==> src/hw/rtl/efd_pkg.sv <==
// ----------------------------------------------------------------------------
// efd_pkg
// Shared types and constants for the escaped frame deframer.
// ----------------------------------------------------------------------------
`default_nettype none

package efd_pkg;

    // Default payload buffer size in bytes
    localparam int BUF_BYTES_DEF = 64;

    // Depth of the queue between the front end and the parser
    localparam int Q_DEPTH = 2;

    // Widths of the fixed fields
    localparam int BYTE_W  = 8;
    localparam int CNT_W   = 16;
    localparam int PHASE_W = 3;
    localparam int CFG_IDX_W = 8;

    // Configuration register indexes
    localparam logic [CFG_IDX_W-1:0] CFG_START  = 8'd0;
    localparam logic [CFG_IDX_W-1:0] CFG_END    = 8'd1;
    localparam logic [CFG_IDX_W-1:0] CFG_ESCAPE = 8'd2;

    // Configuration reset values
    localparam logic [BYTE_W-1:0] START_RST  = 8'd2;
    localparam logic [BYTE_W-1:0] END_RST    = 8'd3;
    localparam logic [BYTE_W-1:0] ESCAPE_RST = 8'd27;

    // Parser phase codes
    localparam logic [PHASE_W-1:0] PH_IDLE = 3'd0;
    localparam logic [PHASE_W-1:0] PH_HUNT = 3'd1;
    localparam logic [PHASE_W-1:0] PH_RCV  = 3'd2;
    localparam logic [PHASE_W-1:0] PH_ESC  = 3'd3;
    localparam logic [PHASE_W-1:0] PH_DONE = 3'd4;

    // Classified received byte, as passed from front end to parser
    typedef struct packed {
        logic [BYTE_W-1:0] data;
        logic              ready;
        logic              is_start;
        logic              is_end;
        logic              is_esc;
    } item_t;

endpackage

`default_nettype wire

==> src/hw/rtl/efd_front.sv <==
// ----------------------------------------------------------------------------
// efd_front
// Holds the framing byte registers, classifies each received byte and
// queues it for the parser.
// ----------------------------------------------------------------------------
`default_nettype none

module efd_front
(
    input  wire logic                           clk,
    input  wire logic                           rst_n,
    // configuration
    input  wire logic                           cfg_we,
    input  wire logic [efd_pkg::CFG_IDX_W-1:0]  cfg_index,
    input  wire logic [efd_pkg::BYTE_W-1:0]     cfg_data,
    // input channel
    input  wire logic                           in_valid,
    output logic                                in_stall,
    input  wire logic [efd_pkg::BYTE_W-1:0]     rx_byte,
    input  wire logic                           sink_ready,
    // queue towards the parser
    output logic                                q_valid,
    output efd_pkg::item_t                      q_item,
    input  wire logic                           q_pop
);

    localparam int PTR_W = (efd_pkg::Q_DEPTH > 1) ? $clog2(efd_pkg::Q_DEPTH) : 1;
    localparam int CNT_W = $clog2(efd_pkg::Q_DEPTH + 1);
    localparam logic [PTR_W-1:0] PTR_LAST = PTR_W'(efd_pkg::Q_DEPTH - 1);
    localparam logic [CNT_W-1:0] CNT_FULL = CNT_W'(efd_pkg::Q_DEPTH);

    logic [efd_pkg::BYTE_W-1:0] start_reg, end_reg, esc_reg;

    efd_pkg::item_t             q_mem_reg [efd_pkg::Q_DEPTH];
    logic [PTR_W-1:0]           wr_ptr_reg, wr_ptr_next;
    logic [PTR_W-1:0]           rd_ptr_reg, rd_ptr_next;
    logic [CNT_W-1:0]           count_reg, count_next;

    efd_pkg::item_t             item_in;
    logic                       push;

    // Framing byte registers; unknown indexes are ignored
    always_ff @(posedge clk or negedge rst_n)
    begin
        if (!rst_n)
        begin
            start_reg <= efd_pkg::START_RST;
            end_reg   <= efd_pkg::END_RST;
            esc_reg   <= efd_pkg::ESCAPE_RST;
        end
        else if (cfg_we)
        begin
            if (cfg_index == efd_pkg::CFG_START)
                start_reg <= cfg_data;
            if (cfg_index == efd_pkg::CFG_END)
                end_reg <= cfg_data;
            if (cfg_index == efd_pkg::CFG_ESCAPE)
                esc_reg <= cfg_data;
        end
    end

    // Classify the incoming byte against the framing values
    always_comb
    begin
        item_in.data     = rx_byte;
        item_in.ready    = sink_ready;
        item_in.is_start = (rx_byte == start_reg);
        item_in.is_end   = (rx_byte == end_reg);
        item_in.is_esc   = (rx_byte == esc_reg);
    end

    // Queue handshake
    assign in_stall = (count_reg == CNT_FULL);
    assign push     = in_valid && !in_stall;
    assign q_valid  = (count_reg != '0);
    assign q_item   = q_mem_reg[rd_ptr_reg];

    // Pointer and occupancy update
    always_comb
    begin
        wr_ptr_next = wr_ptr_reg;
        rd_ptr_next = rd_ptr_reg;
        count_next  = count_reg;
        if (push)
            wr_ptr_next = (wr_ptr_reg == PTR_LAST) ? '0 : wr_ptr_reg + 1'b1;
        if (q_pop)
            rd_ptr_next = (rd_ptr_reg == PTR_LAST) ? '0 : rd_ptr_reg + 1'b1;
        if (push && !q_pop)
            count_next = count_reg + 1'b1;
        else if (q_pop && !push)
            count_next = count_reg - 1'b1;
    end

    always_ff @(posedge clk or negedge rst_n)
    begin
        if (!rst_n)
        begin
            wr_ptr_reg <= '0;
            rd_ptr_reg <= '0;
            count_reg  <= '0;
        end
        else
        begin
            wr_ptr_reg <= wr_ptr_next;
            rd_ptr_reg <= rd_ptr_next;
            count_reg  <= count_next;
        end
    end

    // Queue storage, no reset needed
    always_ff @(posedge clk)
    begin
        if (push)
            q_mem_reg[wr_ptr_reg] <= item_in;
    end

    // Assertions
    a_no_overfill: assert property (@(posedge clk) disable iff (!rst_n)
        count_reg <= CNT_FULL)
        else $error("queue occupancy beyond depth");

    a_push_grows: assert property (@(posedge clk) disable iff (!rst_n)
        (push && !q_pop) |=> (count_reg == $past(count_reg) + 1'b1))
        else $error("queue occupancy did not follow a lone transfer in");

    a_pop_nonempty: assert property (@(posedge clk) disable iff (!rst_n)
        q_pop |-> q_valid)
        else $error("parser popped an empty queue");

endmodule

`default_nettype wire

==> src/hw/rtl/efd_back.sv <==
// ----------------------------------------------------------------------------
// efd_back
// Frame parser: runs the phase machine on each queued byte, tracks buffer
// fill and counters, and holds the result in an output register.
// ----------------------------------------------------------------------------
`default_nettype none

module efd_back
#(
    parameter int BUF_BYTES = efd_pkg::BUF_BYTES_DEF,
    localparam int IDX_W  = $clog2(BUF_BYTES),
    localparam int FILL_W = $clog2(BUF_BYTES + 1)
)
(
    input  wire logic                           clk,
    input  wire logic                           rst_n,
    // queue from the front end
    input  wire logic                           q_valid,
    input  wire efd_pkg::item_t                 q_item,
    output logic                                q_pop,
    // output channel
    output logic                                out_valid,
    input  wire logic                           out_stall,
    output logic                                store_valid,
    output logic                                store_buffer,
    output logic [IDX_W-1:0]                    store_index,
    output logic [efd_pkg::BYTE_W-1:0]          store_data,
    output logic                                frame_done,
    output logic                                frame_buffer,
    output logic [FILL_W-1:0]                   frame_length,
    output logic                                frame_dropped,
    output logic [efd_pkg::CNT_W-1:0]           received_total,
    output logic [efd_pkg::CNT_W-1:0]           dropped_total,
    output logic [efd_pkg::PHASE_W-1:0]         parse_state
);

    localparam logic [FILL_W-1:0] FILL_MAX = FILL_W'(BUF_BYTES);

    // Parser state
    logic [efd_pkg::PHASE_W-1:0] phase_reg, phase_next;
    logic                        active_reg, active_next;
    logic [FILL_W-1:0]           fill_reg, fill_next;
    logic [efd_pkg::CNT_W-1:0]   rx_cnt_reg, rx_cnt_next;
    logic [efd_pkg::CNT_W-1:0]   drop_cnt_reg, drop_cnt_next;
    logic                        out_valid_reg, out_valid_next;

    // Result payload
    logic                        sv_reg, sv_next;
    logic                        sb_reg, sb_next;
    logic [IDX_W-1:0]            si_reg, si_next;
    logic [efd_pkg::BYTE_W-1:0]  sd_reg, sd_next;
    logic                        fd_reg, fd_next;
    logic                        fb_reg, fb_next;
    logic [FILL_W-1:0]           fl_reg, fl_next;
    logic                        dr_reg, dr_next;

    logic                        do_store;
    logic                        do_drop;

    // Take a byte whenever the output register is free or being emptied
    assign q_pop = q_valid && (!out_valid_reg || !out_stall);

    // Phase machine for one byte
    always_comb
    begin
        phase_next    = phase_reg;
        active_next   = active_reg;
        fill_next     = fill_reg;
        rx_cnt_next   = rx_cnt_reg;
        drop_cnt_next = drop_cnt_reg;
        sv_next = 1'b0;
        sb_next = 1'b0;
        si_next = '0;
        sd_next = '0;
        fd_next = 1'b0;
        fb_next = 1'b0;
        fl_next = '0;
        dr_next = 1'b0;
        do_store = 1'b0;
        do_drop  = 1'b0;

        unique case (phase_reg)
            efd_pkg::PH_RCV:
            begin
                // escape is tested before end
                if (q_item.is_esc)
                    phase_next = efd_pkg::PH_ESC;
                else if (q_item.is_end)
                begin
                    phase_next = efd_pkg::PH_DONE;
                    if (q_item.ready)
                    begin
                        fd_next     = 1'b1;
                        fb_next     = active_reg;
                        fl_next     = fill_reg;
                        active_next = ~active_reg;
                        fill_next   = '0;
                        rx_cnt_next = rx_cnt_reg + 1'b1;
                    end
                    else
                        do_drop = 1'b1;
                end
                else
                    do_store = 1'b1;
            end
            efd_pkg::PH_ESC:
            begin
                if (q_item.is_esc || q_item.is_start || q_item.is_end)
                begin
                    phase_next = efd_pkg::PH_RCV;
                    do_store   = 1'b1;
                end
                else
                begin
                    do_drop    = 1'b1;
                    phase_next = efd_pkg::PH_HUNT;
                end
            end
            default:
            begin
                // idle, hunting or done: wait for the start byte
                if (q_item.is_start)
                    phase_next = efd_pkg::PH_RCV;
            end
        endcase

        // Payload write, or overflow
        if (do_store)
        begin
            if (fill_reg < FILL_MAX)
            begin
                sv_next   = 1'b1;
                sb_next   = active_reg;
                si_next   = fill_reg[IDX_W-1:0];
                sd_next   = q_item.data;
                fill_next = fill_reg + 1'b1;
            end
            else
            begin
                do_drop    = 1'b1;
                phase_next = efd_pkg::PH_HUNT;
            end
        end

        // Frame discard
        if (do_drop)
        begin
            fill_next     = '0;
            drop_cnt_next = drop_cnt_reg + 1'b1;
            dr_next       = 1'b1;
        end
    end

    // Output register valid
    always_comb
    begin
        if (q_pop)
            out_valid_next = 1'b1;
        else if (out_stall)
            out_valid_next = out_valid_reg;
        else
            out_valid_next = 1'b0;
    end

    // Control state
    always_ff @(posedge clk or negedge rst_n)
    begin
        if (!rst_n)
        begin
            phase_reg     <= efd_pkg::PH_IDLE;
            active_reg    <= 1'b0;
            fill_reg      <= '0;
            rx_cnt_reg    <= '0;
            drop_cnt_reg  <= '0;
            out_valid_reg <= 1'b0;
        end
        else
        begin
            out_valid_reg <= out_valid_next;
            if (q_pop)
            begin
                phase_reg    <= phase_next;
                active_reg   <= active_next;
                fill_reg     <= fill_next;
                rx_cnt_reg   <= rx_cnt_next;
                drop_cnt_reg <= drop_cnt_next;
            end
        end
    end

    // Result payload, loaded on each transfer from the queue
    always_ff @(posedge clk)
    begin
        if (q_pop)
        begin
            sv_reg <= sv_next;
            sb_reg <= sb_next;
            si_reg <= si_next;
            sd_reg <= sd_next;
            fd_reg <= fd_next;
            fb_reg <= fb_next;
            fl_reg <= fl_next;
            dr_reg <= dr_next;
        end
    end

    assign out_valid      = out_valid_reg;
    assign store_valid    = sv_reg;
    assign store_buffer   = sb_reg;
    assign store_index    = si_reg;
    assign store_data     = sd_reg;
    assign frame_done     = fd_reg;
    assign frame_buffer   = fb_reg;
    assign frame_length   = fl_reg;
    assign frame_dropped  = dr_reg;
    assign received_total = rx_cnt_reg;
    assign dropped_total  = drop_cnt_reg;
    assign parse_state    = phase_reg;

    // Assertions
    a_fill_bound: assert property (@(posedge clk) disable iff (!rst_n)
        fill_reg <= FILL_MAX)
        else $error("fill level beyond buffer size");

    a_stays_active: assert property (@(posedge clk) disable iff (!rst_n)
        (phase_reg != efd_pkg::PH_IDLE) |=> (phase_reg != efd_pkg::PH_IDLE))
        else $error("parser returned to idle after leaving it");

    a_rx_count: assert property (@(posedge clk) disable iff (!rst_n)
        (q_pop && !fd_next) |=> $stable(rx_cnt_reg))
        else $error("received count moved without a delivered frame");

    a_done_phase: assert property (@(posedge clk) disable iff (!rst_n)
        (out_valid_reg && fd_reg) |-> (phase_reg == efd_pkg::PH_DONE && !dr_reg))
        else $error("delivered frame with inconsistent phase or drop");

endmodule

`default_nettype wire

==> src/hw/rtl/escaped_frame_deframer.sv <==
// ----------------------------------------------------------------------------
// escaped_frame_deframer
// STX/ETX deframer with escape-byte stuffing and ping-pong buffer reporting.
// ----------------------------------------------------------------------------
// One received byte is taken per clock while in_stall is low, and one result
// leaves for each byte, so the sustained rate is one item per cycle while
// out_stall is low; a result passes through the two-entry classify queue and
// then the output register after its byte is transferred in. The rate is set
// by the parser's update of phase, fill level and counters for each byte.
// Framing values must only be rewritten while no bytes are in flight. Output
// stall backs up into the queue and then onto in_stall.
// ----------------------------------------------------------------------------
`default_nettype none

module escaped_frame_deframer
#(
    parameter int BUF_BYTES = efd_pkg::BUF_BYTES_DEF,
    localparam int IDX_W  = $clog2(BUF_BYTES),
    localparam int FILL_W = $clog2(BUF_BYTES + 1)
)
(
    input  wire logic                           clk,
    input  wire logic                           rst_n,
    // configuration
    input  wire logic                           cfg_we,
    input  wire logic [efd_pkg::CFG_IDX_W-1:0]  cfg_index,
    input  wire logic [efd_pkg::BYTE_W-1:0]     cfg_data,
    // input channel
    input  wire logic                           in_valid,
    output logic                                in_stall,
    input  wire logic [efd_pkg::BYTE_W-1:0]     rx_byte,
    input  wire logic                           sink_ready,
    // output channel
    output logic                                out_valid,
    input  wire logic                           out_stall,
    output logic                                store_valid,
    output logic                                store_buffer,
    output logic [IDX_W-1:0]                    store_index,
    output logic [efd_pkg::BYTE_W-1:0]          store_data,
    output logic                                frame_done,
    output logic                                frame_buffer,
    output logic [FILL_W-1:0]                   frame_length,
    output logic                                frame_dropped,
    output logic [efd_pkg::CNT_W-1:0]           received_total,
    output logic [efd_pkg::CNT_W-1:0]           dropped_total,
    output logic [efd_pkg::PHASE_W-1:0]         parse_state
);

    logic           q_valid;
    logic           q_pop;
    efd_pkg::item_t q_item;

    // Classify and queue
    efd_front u_front
    (
        .clk        (clk),
        .rst_n      (rst_n),
        .cfg_we     (cfg_we),
        .cfg_index  (cfg_index),
        .cfg_data   (cfg_data),
        .in_valid   (in_valid),
        .in_stall   (in_stall),
        .rx_byte    (rx_byte),
        .sink_ready (sink_ready),
        .q_valid    (q_valid),
        .q_item     (q_item),
        .q_pop      (q_pop)
    );

    // Parse and report
    efd_back
    #(
        .BUF_BYTES (BUF_BYTES)
    )
    u_back
    (
        .clk            (clk),
        .rst_n          (rst_n),
        .q_valid        (q_valid),
        .q_item         (q_item),
        .q_pop          (q_pop),
        .out_valid      (out_valid),
        .out_stall      (out_stall),
        .store_valid    (store_valid),
        .store_buffer   (store_buffer),
        .store_index    (store_index),
        .store_data     (store_data),
        .frame_done     (frame_done),
        .frame_buffer   (frame_buffer),
        .frame_length   (frame_length),
        .frame_dropped  (frame_dropped),
        .received_total (received_total),
        .dropped_total  (dropped_total),
        .parse_state    (parse_state)
    );

endmodule

`default_nettype wire
==> config.mk <==
export PLATFORM = sky130hd
export DESIGN_NAME = escaped_frame_deframer
export DESIGN_NICKNAME = d
export VERILOG_FILES = /design/src/hw/rtl/efd_pkg.sv /design/src/hw/rtl/efd_front.sv /design/src/hw/rtl/efd_back.sv /design/src/hw/rtl/escaped_frame_deframer.sv
export SDC_FILE = /design/constraint.sdc
export NUM_CORES = 1
export LEC_CHECK = 0
export ABC_AREA = 0
export BUFFER_PORTS_ARGS = -buffer_cell sky130_fd_sc_hd__buf_2
export CAP_MARGIN = 30
export CORE_MARGIN = 3
export CORE_UTILIZATION = 45
export CTS_CLUSTER_SIZE = 12
export DETAILED_ROUTE_END_ITERATION = 6
export PLACE_DENSITY = 0.68
export SLEW_MARGIN = 20
export SYNTH_ARGS = -nofsm -noshare
export SYNTH_HDL_FRONTEND = slang
export SYNTH_SLANG_ARGS = --single-unit
==> constraint.sdc <==
create_clock -name clk -period 3.3 [get_ports clk]
set_clock_uncertainty 0.05 [all_clocks]
set_input_delay 0.33 -clock clk [delete_from_list [all_inputs] [get_ports clk]]
set_output_delay 0.33 -clock clk [all_outputs]
set_load 0.005 [all_outputs]
Word-level counts from Yosys, hierarchy flattened --
Memory sizes are Yosys's and may differ from the RTL's. Cells that the tools add are included.
Cells by class: reduce and logical (&&, ||, !) cells 23, mux-type cells 36, add/sub/neg operators 7, order comparisons 1, bitwise operators 5, equality and inequality tests 9
Operators with widths (count):
- two-way mux 7 bit | 7
- adder 16 x 1 -> 16 bit, second input constant | 2
- == test 8 bit | 3
- two-way mux 1 bit | 18
- two-way mux 3 bit | 5
- AND reduction 2 bit | 5
- == test 8 x 1 -> 1 bit, second input constant | 1
- == test 8 x 2 -> 1 bit, second input constant | 1
- logical NOT 8 bit | 1
- adder 7 x 1 -> 7 bit, second input constant | 1
- < comparator 7 bit, second input constant | 1
- == test 3 x 2 -> 1 bit, second input constant | 2
- two-way mux 2 bit | 3
- case mux 3 bit (2 select lines) | 1
- logical NOT 1 bit | 5
- inverter 1 bit | 5
- AND reduction 5 bit | 1
- logical AND 1 bit | 4
- case mux 1 bit (2 select lines) | 2
- nonzero test 2 bit | 2
- OR reduction 4 bit | 1
- logical OR 1 bit | 3
- OR reduction 3 bit | 1
- adder 1 bit, second input constant | 2
- other kinds (4) | 4
Storage, ports and cells: output and inout port bits 63, input port bits 30, word-level logic and storage cells 102, memories 1, RAM bits 24, bits in registers 98
Memory list:
- u_front.q_mem_reg | depth 2, width 12, read ports 1, clocked after Yosys merged registers in 0, wr ports 1, line efd_front.sv:34 | efd_pkg::item_t q_mem_reg [efd_pkg::Q_DEPTH];

Longest topological paths before layout --
Gate-level depths: netlist of the first run. An unclocked memory read counts as a cell.
depth in word-level cells 8, depth in mapped cells 8, mapped depth without buffers 7

By module --
Synthesis of the first run repeated with hierarchy kept, for this count alone.
Second synthesis, totals: cells, all modules 400, area total of the unflattened synthesis 5482.8 µm²
Modules (own cells, without submodules):
- efd_back | area each 3205.6 µm², cells an instance 256, times used 1
- efd_front | area each 2277.2 µm², cells an instance 144, times used 1

Least setup slack after synthesis of the first run --
No wires, ideal clock.
path type reg-to-reg, from reg u_back.out_valid_reg, in the netlist u_back.out_valid, to reg u_back.fill_reg[6], buffers on the path 1, data required time 3.128 ns, arrival time 2.013 ns, path slack 1.116 ns, stages on the path, launching flop included 6, library setup time 0.122 ns, cell sequence dfrtp_1 > o2bb2ai_1 > inv_1 > clkbuf_1 > nand2_1 > a32o_1
On the way: cells in the longest elaborated chain, start to end 3
Ends and longest elaborated chain:
- start, declared | line efd_back.sv:45 | logic out_valid_reg, out_valid_next;
- start signal, assigned | line efd_back.sv:179 | out_valid_reg <= out_valid_next;
- logical NOT 1 bit | line efd_back.sv:61 | assign q_pop = q_valid && (!out_valid_reg || !out_stall);
- logical OR 1 bit | line efd_back.sv:61
- logical AND 1 bit | line efd_back.sv:61
- via q_pop | line escaped_frame_deframer.sv:50 | logic q_pop;
- end signal, assigned | line efd_back.sv:184 | fill_reg <= fill_next;
- end, declared | line efd_back.sv:42 | logic [FILL_W-1:0] fill_reg, fill_next;
The timed path passes the listed nets, and every way through them passes these cells. A chain may end at the register's enable or synchronous reset.

Worst setup path after layout of the first run --
from reg u_front.rd_ptr_reg, to reg u_back.drop_cnt_reg, in the netlist u_back.dropped_total[1]
On the way: cells in the longest elaborated chain, start to end 8, elaborated cells between the ends (all ways) 15
Ends and longest elaborated chain:
- start, declared | line efd_front.sv:36 | logic [PTR_W-1:0] rd_ptr_reg, rd_ptr_next;
- start signal, assigned | line efd_front.sv:105 | rd_ptr_reg <= rd_ptr_next;
- memory read (2 x 12 bit) *
- two-way mux 1 bit / logical OR 1 bit (equally long branches) | line efd_back.sv:91, efd_back.sv:108
- two-way mux 1 bit / logical OR 1 bit (equally long branches) | line efd_back.sv:88, efd_back.sv:108
- two-way mux 1 bit, on equally long branches | line efd_back.sv:86, efd_back.sv:108
- case mux 1 bit (2 select lines) | line efd_back.sv:82 | unique case (phase_reg)
- two-way mux 1 bit | line efd_back.sv:130 | if (fill_reg < FILL_MAX)
- two-way mux 1 bit * | line efd_back.sv:128 | if (do_store)
- AND reduction 2 bit (no source line) *
- end signal, assigned | line efd_back.sv:186 | drop_cnt_reg <= drop_cnt_next;
- end, declared | line efd_back.sv:44 | logic [efd_pkg::CNT_W-1:0] drop_cnt_reg, drop_cnt_next;
Every way passes the cells marked *; elsewhere a longest branch is shown, timed or not.

==> key figures, run 1 <==
STA
  – Max-Slew Margin vs Limit: 0.419
  – Setup violations, final: 0
  – Fmax: around 0.39 GHz
  – Slew Viols, Final: 0
  – Worst Tran Pin Value: 0.872 ns
  – RSZ-0062 raised after global routing: false
  – Sum of negative setup slack: 0 ns
  – Endpoints failing hold: 12
  – Worst hold slack: -0.0206 ns
  – Min Clock Period, post-route: between 2 and 3 ns
  – Final Cycle Share: 0.775

Clock tree
  – TritonCTS Sinks: approximately 120
  – # hold bufs at CTS: 0
  – Clock Tree Buf Depth: 2
  – CTS tree: done
  – Worst-path clk slew: 0.05 ns
  – Root Buffer: clkbuf_16
  – CTS HTree Levels: 4
  – # resized after CTS: 0
  – Postcts setup bufs: 0
  – Worst-Skew Late Latency: a little over 0.4 ns
  – Number of buffers created by CTS: 17

Global routing
  – Largest net degree at the start of global routing: 38
  – Total GRT Usage: 0.162
  – Vias in the first global route: approximately 3500
  – First-pass GRT wire length: between 15000 and 20000 µm
  – Total congestion overflow: 0
  – Initial antenna violation count: 0

Synthesis
  – Seq/Total Area, Yosys: 0.613
  – Post-Syn Area per Cell: about 14 µm²
  – Most frequent cell after synthesis: dfrtp_1
  – Synth top cells by count: dfrtp_1 (65), edfxtp_1 (50), xnor2_1 (40), mux2_2 (27), nor2_1 (22)
  – Gate Count Post-Synth: ~400
  – Top-area cell type share of the netlist area: 0.301
  – Yosys cell types: 52
  – Asr flop ratio synth: 0.590
  – Warnings, synthesis: 0
  – Mapped cell area: around 5400 µm²
  – EDFF count, synth: 50
  – Post-synth top area cell: dfrtp_1
  – Synth area leaders: dfrtp_1 (30%), edfxtp_1 (28%), xnor2_1 (6.5%)
  – Synthesized Nets: roughly 430
  – Count of state elements after synthesis: approximately 120
  – Synth Flop Type: dfrtp_1

Die
  – Die H: 116 µm
  – Ports: between 90 and 100
  – Die Wd: roughly 120 µm
  – Row Count: 39
  – Die Area: about 13000 µm²
  – Starting density of the core: 0.467
  – Core ar.: approximately 12000 µm²

Routing
  – Sum of routed wire length over all layers: ~9900 µm
  – Via count: between 3000 and 4000
  – ANT nets after route: 0
  – DRC: 0
  – Initial DRC Count: about 220
  – 1st-pass router iterations: 5
  – Routed wire per std cell: between 10 and 15 µm
  – Via-per-instance ratio: about 5.2

Setup path
  – Critical path class: register to register
  – Crit path launch type: register
  – CP endpoint kind: register
  – WP data arrival: 2.80 ns
  – Required time of the critical path: 3.54 ns
  – Max Fanout on Critical Path: 16

Run status
  – Status: finished with violations
  – Failing checks: negative hold slack

Final layout
  – # fillers: about 930
  – Utilization after layout: 0.576
  – N_diodes: 0
  – Layout cells sized above 1: 0.328
  – Max reg flops: 24
  – Layout area overhead: 23.3%
  – Layout Nets: about 540

Power and ir drop
  – Leak: just over 3 nW
  – Power, Total: about 5.2 mW
  – Power Density: between 700 and 800 nW/µm²
  – VDD IR max: between 0.3 and 0.4 mV

Worst hold path
  – Min-Delay Path Class: input port to async pin

Placed design
  – HPWL after DPL: ~7100 µm
  – Final Wtd Congestion: between 0.7 and 0.8
  – PortBufs: 92

Job
  – Number of max-cap violations: 0
stage by stage:
stage / setup slack (ns) / cells / area, µm²
4_1_cts: 0.750 / 664 / 6630
2_1_floorplan: 1.12 / 399 / 5400
3_5_place_dp: 0.763 / 633 / 6070
5_1_grt: 0.560 / 665 / 6660
6_report: 0.743 / 665 / 6660
3_3_place_gp: 0.832 / 633 / 6070
layer usage:
layer	wire [µm]	track usage
met3	560	0.0543
met1	4390	0.198
met2	4850	0.261
met5	0	0
met4	131	0.0751
cells by family (layout without fill, tap and decap cells):
logic type      count (synthesis)  in the layout  synth area share
xor+xnor                       60             60            0.0973
buf+inv                        18            141            0.0162
compound gates                 30             30            0.0477
fa+ha+maj                       4              4           0.00927
flops                         122            122             0.613
simple gates                  126            126             0.137
mux                            39             39            0.0788
final cells by class:
class	instances	area (µm²)	share of cell area
flip-flops and latches	122	3310	0.497
inverters	8	30.0	0.00451
clock buffers	19	433	0.0650
repair buffers	102	568	0.0853
well taps	143	179	0.0269
clock inverters	12	131	0.0197
multi-input cells	259	2010	0.301
path summary, 6_finish.rpt:
path,start,end,slack [ns],depth (start not counted)
hold reg to reg,u_back.dropped_total[15],u_back.dropped_total[15],0.41,1
min in group clk,sink_ready,u_front.q_mem_reg[1][3],0.07,1
setup / recovery,u_front.rd_ptr_reg,u_back.dropped_total[1],0.74,6
setup reg to reg,u_front.rd_ptr_reg,u_back.dropped_total[1],0.74,6
hold / removal,rst_n,u_back.dropped_total[15],-0.02,1
max in group asynchronous,rst_n,u_back.received_total[1],2.51,2
cells in the final DEF (no fill, tap or decap), drive strengths merged, types with 4 or more instances in the layout:
| master | netlist | layout |
|---|---|---|
| and2 | 14 | 14 |
| and3 | 9 | 9 |
| buf | 7 | 102 |
| clkbuf | 3 | 19 |
| clkinv | 0 | 8 |
| dfrtp | 65 | 65 |
| dfstp | 7 | 7 |
| edfxtp | 50 | 50 |
| ha | 4 | 4 |
| inv | 8 | 8 |
| mux2 | 28 | 28 |
| mux2i | 11 | 11 |
| nand2 | 18 | 18 |
| nand3 | 14 | 14 |
| nand4 | 14 | 14 |
| nor2 | 22 | 22 |
| nor3 | 12 | 12 |
| nor3b | 4 | 4 |
| nor4 | 7 | 7 |
| o21ai | 4 | 4 |
| xnor2 | 40 | 40 |
| xor2 | 20 | 20 |
critical path: stages, from the launching register on:
cell and delay, ns:
dfrtp_1 0.59, nor3_1 0.51, o211ai_1 0.24, a311oi_2 0.31
buf_4 0.29, nor2_1 0.10, mux2_1 0.33
report_power, final:
part | switching [mW] | internal, mW
sequential | 0.231 | 1.99
combinational | 0.695 | 0.542
clock | 0.611 | 1.16
total | 1.54 | 3.69
Note: power is estimated with default switching activity, not from simulation.
==> run 2: changes to the inputs <==
==> constraint.sdc (replaced) <==
create_clock -name clk -period 2.4 [get_ports clk]
set_clock_uncertainty 0.05 [all_clocks]
set_input_delay 0.24 -clock clk [delete_from_list [all_inputs] [get_ports clk]]
set_output_delay 0.24 -clock clk [all_outputs]
set_load 0.005 [all_outputs]
==> key figures, run 2 (synthesized netlist as in run 1, its figures left out) <==
Routing
  – Via count: 3540
  – DRC: 0
  – ANT nets after route: 0
  – Initial DRC Count: 191
  – 1st-pass router iterations: 4
  – Sum of routed wire length over all layers: slightly above 10000 µm
  – Via-per-instance ratio: ~5.2
  – Routed wire per std cell: between 15 and 20 µm

Final layout
  – Max reg flops: 24
  – Layout cells sized above 1: 0.342
  – # fillers: 941
  – N_diodes: 0
  – Layout Nets: 553
  – Fin cells: between 600 and 700
  – Most frequent cells in the layout: buf_2 (92), dfrtp_1 (65), edfxtp_1 (50)
  – Layout area overhead: 24.9%
  – Utilization after layout: 0.583
  – Most common cell after layout, fill and taps aside: buf_2
  – Fin area: slightly below 7000 µm²

Power and ir drop
  – VDD IR max: between 0.5 and 0.6 mV
  – Leak: approximately 3.1 nW
  – Switching Fraction: 0.291
  – Internal Power: a little over 5 mW
  – Power Density: about 1100 nW/µm²
  – Sequential share of power: 0.413
  – Clock share of power: 0.348
  – Combinational Power Share: 0.239
  – Switching power: 2.13 mW
  – Power, Total: around 7.3 mW

Global routing
  – Initial antenna violation count: 0
  – First-pass GRT wire length: 17300 µm
  – Total GRT Usage: 0.167
  – Total congestion overflow: 0
  – Largest net degree at the start of global routing: 30
  – Vias in the first global route: approximately 3600

STA
  – RSZ-0062 raised after global routing: false
  – Sum of negative setup slack: 0 ns
  – Final Cycle Share: 0.946
  – Worst hold slack: approximately 0.044 ns
  – Max-Slew Margin vs Limit: 0.634
  – Endpoints failing hold: 0
  – Setup violations, final: 0
  – Fmax: ~0.44 GHz
  – Post-route setup slack: between 0.1 and 0.15 ns
  – Min Clock Period, post-route: ~2.3 ns
  – Slew Viols, Final: 0
  – Worst Tran Pin Value: about 0.55 ns

Clock tree
  – Root Buffer: clkbuf_16
  – Postcts setup bufs: 0
  – Clock Tree Buf Depth: 2
  – CTS tree: done
  – Number of buffers created by CTS: 17
  – CTS HTree Levels: 4
  – TritonCTS Sinks: 122
  – Worst-Skew Late Latency: ~0.41 ns
  – Worst-path clk slew: ~0.050 ns

Setup path
  – FF-to-FF setup slack: between 0.1 and 0.15 ns
  – CP endpoint kind: register
  – Worst Reg-to-Reg Cells: 6
  – Crit path launch type: register
  – RR Startpoint: u_front.rd_ptr_reg
  – Critical path class: register to register
  – Reg2reg end: u_back.dropped_total[5]
  – Required time of the critical path: roughly 2.7 ns
  – WP data arrival: 2.55 ns
  – Max Fanout on Critical Path: 15

Die
  – Core ar.: approximately 12000 µm²
  – Row Count: 39
  – Die Area: between 10000 and 15000 µm²
  – Ports: 93
  – Die Wd: roughly 120 µm
  – Die H: approximately 120 µm
  – Starting density of the core: 0.467

Worst hold path
  – Min-Delay Path Class: input port to register
  – Min-delay src: cfg_data[4]
  – Hold Path End: u_front.esc_reg[4]
  – Hold depth: 2

Placed design
  – Final Wtd Congestion: 0.791
  – Placed inst area: ~6000 µm²
  – HPWL after DPL: approximately 7400 µm
  – Post-Place Cells: 640
  – Place WS: between 0.15 and 0.2 ns
  – PortBufs: between 90 and 100

Run status
  – Status: complete, no violations

Job
  – Number of max-cap violations: 0
-- run 2: cell types whose count changed in the layout (fill, tap and decap cells not counted), sizes merged --
cell,previous run,this run
buf,102,108
clkinv,8,4
dlygate4sd3,0,3
clkbuf,19,24
-- run 2: power by group through the flow --
stage          registers, mW  clock network, mW  logic (mW)
2_1_floorplan           3.03                  0        1.07
3_3_place_gp            3.04                  0        1.71
3_5_place_dp            3.06                  0        1.76
4_1_cts                 3.02               2.60        1.77
5_1_grt                 3.08               2.70        1.94
6_report                3.02               2.54        1.75
-- run 2: cell type report --
class,count,area [µm²],area share
clock inverter,8,118,0.0174
timing repair buffer,111,611,0.0906
sequential,122,3310,0.491
tap,143,179,0.0265
inverter,8,30.0,0.00445
multi-input combinational,259,2010,0.298
clock buffer,24,482,0.0714
-- run 2: what timing repair did --
action | 4_1_cts | 5_1_grt
endpoints found under the setup margin | 0 | 1
resized for setup | 0 | 1
hold buffers | 3 | 0
hold endpoints to repair | 21 | 0
-- run 2: critical path: stages, from the launching register on --
cell      delay [ns]
dfrtp_1         0.55
mux2_2          0.44
a211oi_2        0.26
a311oi_2        0.08
buf_4           0.23
nor4_1          0.37
xor2_1          0.21
-- run 2: worst max-delay path by stage --
stage | from | end | slack (ns) | cells after the start
2_1_floorplan | u_back.out_valid | u_back.fill_reg[6] | 0.22 | 5
3_3_place_gp | u_front.rd_ptr_reg | u_back.dropped_total[14] | 0.27 | 6
3_5_place_dp | u_front.rd_ptr_reg | u_back.dropped_total[5] | 0.16 | 6
4_1_cts | u_front.rd_ptr_reg | u_back.dropped_total[5] | 0.15 | 6
5_1_grt | u_front.rd_ptr_reg | u_back.fill_reg[1] | 0.03 | 5
6_report | u_front.rd_ptr_reg | u_back.dropped_total[5] | 0.13 | 6
-- run 2: per-layer routing --
metal | wire length [µm] | vias to the layer above | GRT usage
met5 | 0 | - | 0
met4 | 145 | 0 | 0.0782
met3 | 528 | 15 | 0.0517
met2 | 5170 | 98 | 0.278
met1 | 4430 | 1723 | 0.199
li1 | - | 1704 | -
==> run 3: changes to the inputs <==
==> constraint.sdc (replaced) <==
create_clock -name clk -period 2.1 [get_ports clk]
set_clock_uncertainty 0.05 [all_clocks]
set_input_delay 0.21 -clock clk [delete_from_list [all_inputs] [get_ports clk]]
set_output_delay 0.21 -clock clk [all_outputs]
set_load 0.005 [all_outputs]
==> key figures, run 3 (synthesized netlist as in run 1, its figures left out) <==
Clock tree
  – Worst-path clk slew: about 0.05 ns
  – CTS tree: done
  – Worst-Skew Late Latency: about 0.41 ns
  – Root Buffer: clkbuf_16
  – Clock Tree Buf Depth: 2
  – CTS HTree Levels: 4
  – Number of buffers created by CTS: 17
  – TritonCTS Sinks: around 120

Routing
  – Via count: 3567
  – DRC: 0
  – ANT nets after route: 0
  – Initial DRC Count: 160
  – 1st-pass router iterations: 4
  – Sum of routed wire length over all layers: about 10000 µm
  – Via-per-instance ratio: 5.21
  – Routed wire per std cell: between 15 and 20 µm

Setup path
  – Max Fanout on Critical Path: 15
  – Required time of the critical path: around 2.3 ns
  – CP endpoint kind: register
  – CP top delay family: compound AO/OA/AOI/OAI gates
  – Critical path class: register to register
  – WP data arrival: 2.25 ns
  – Crit path launch type: register
  – Worst path bufs/invs: 1
  – CP max-delay cell: dfrtp_2
  – CP cell instances: nor3b_2 > o31a_1 > a311oi_2 > buf_12 > nor3_1 > xor2_1
  – Critical Path Max Stage Delay: around 0.45 ns

STA
  – RSZ-0062 raised after global routing: true
  – Min Clock Period, post-route: between 2 and 2.5 ns
  – Worst hold slack: around 0.014 ns
  – Endpoints failing hold: 0
  – Final Cycle Share: 0.965
  – Max-Slew Margin vs Limit: 0.697
  – Slew Viols, Final: 0
  – Post-route setup slack: between 0.07 and 0.08 ns
  – Fmax: slightly below 0.5 GHz
  – Worst Tran Pin Value: between 0.4 and 0.5 ns
  – Setup violations, final: 0

Global routing
  – GR met1 Demand/Resource: 0.201
  – Vias in the first global route: about 3600
  – Initial antenna violation count: 0
  – Largest net degree at the start of global routing: 73
  – Total GRT Usage: 0.165
  – Grt peak-use layer: met2
  – Routing usage on met3: 0.0627
  – Met2 Use GR: 0.275
  – Total congestion overflow: 0
  – First-pass GRT wire length: between 15000 and 20000 µm

Run status
  – Status: complete, no violations

Die
  – Core ar.: around 12000 µm²
  – Ports: 93
  – Die H: ~120 µm
  – Row Count: 39
  – Die Wd: 116 µm
  – Die Area: about 13000 µm²
  – Starting density of the core: 0.467

Placed design
  – Final Wtd Congestion: approximately 0.84
  – PortBufs: 92
  – Placed inst area: 6190 µm²
  – HPWL after DPL: between 7000 and 8000 µm
  – Place WS: -0.00999 ns

Final layout
  – N_diodes: 0
  – # fillers: 919
  – Layout area overhead: 27.8%
  – Layout cells sized above 1: 0.371
  – Layout Nets: between 500 and 600
  – Max reg flops: 24
  – Most frequent cells in the layout: buf_2 (92), dfrtp_1 (64), edfxtp_1 (50)
  – Most common cell after layout, fill and taps aside: buf_2
  – Fin area: 6900 µm²

Job
  – Number of max-cap violations: 0

Power and ir drop
  – Combinational Power Share: 0.260
  – Leak: roughly 3.2 nW
  – Sequential share of power: 0.407
  – Switching Fraction: 0.294
  – Power Density: approximately 1200 nW/µm²
  – Internal Power: roughly 6 mW
  – Clock share of power: 0.333
  – VDD IR max: a little over 0.7 mV
  – Switching power: around 2.5 mW

Worst hold path
  – Min-Delay Path Class: input port to register
==> run 3: what timing repair did <==
item,4_1_cts,5_1_grt
hold endpoints to repair,68,0
endpoints found under the setup margin,4,34
resized for setup,5,12
pin swaps,0,4
hold buffers,3,0
setup buffers,0,3
==> run 3: power groups by stage <==
| stage | clock network [mW] | registers [mW] | logic (mW) |
|---|---|---|---|
| finish | 2.82 | 3.45 | 2.20 |
| global route | 3.00 | 3.51 | 2.45 |
| CTS | 2.88 | 3.45 | 2.18 |
| detailed placement | 0 | 3.48 | 2.14 |
| global placement | 0 | 3.46 | 2.10 |
| floorplan | 0 | 3.46 | 1.23 |
==> run 3: final cells by class <==
type / count / area (µm²) / area share
tap: 143 / 179 / 0.0259
timing repair buffer: 121 / 727 / 0.105
inverter: 8 / 30.0 / 0.00435
multi-input combinational: 259 / 2070 / 0.301
clock buffer: 21 / 450 / 0.0653
clock inverter: 11 / 128 / 0.0185
sequential: 122 / 3310 / 0.480
==> run 3: path summary, 6_finish.rpt <==
path / startpoint / end / slack, ns / depth (start not counted)
max: u_front.rd_ptr_reg / u_back.dropped_total[9] / 0.07 / 6
min: cfg_data[2] / u_front.esc_reg[2] / 0.01 / 2
max reg2reg: u_front.rd_ptr_reg / u_back.dropped_total[9] / 0.07 / 6
min reg2reg: u_back.dropped_total[15] / u_back.dropped_total[15] / 0.42 / 1
max in group asynchronous: rst_n / u_front.esc_reg[3] / 1.32 / 3
min in group asynchronous: rst_n / u_back.dropped_total[4] / 0.32 / 3
==> run 3: per-stage QoR <==
step,setup TNS [ns],total power [mW],utilization,instances
after floorplan,0,4.69,-,399
after global placement,0,5.56,0.535,647
after detailed placement,-0.00999,5.63,0.535,647
after CTS,0,8.51,0.589,682
after global routing,-0.612,8.97,0.597,685
final,0,8.47,0.597,685
==> run 3: per-layer routing <==
metal,share of wire,up-vias
met5,0,-
met4,0.0080,0
met3,0.055,7
met2,0.50,80
met1,0.43,1766
li1,-,1714
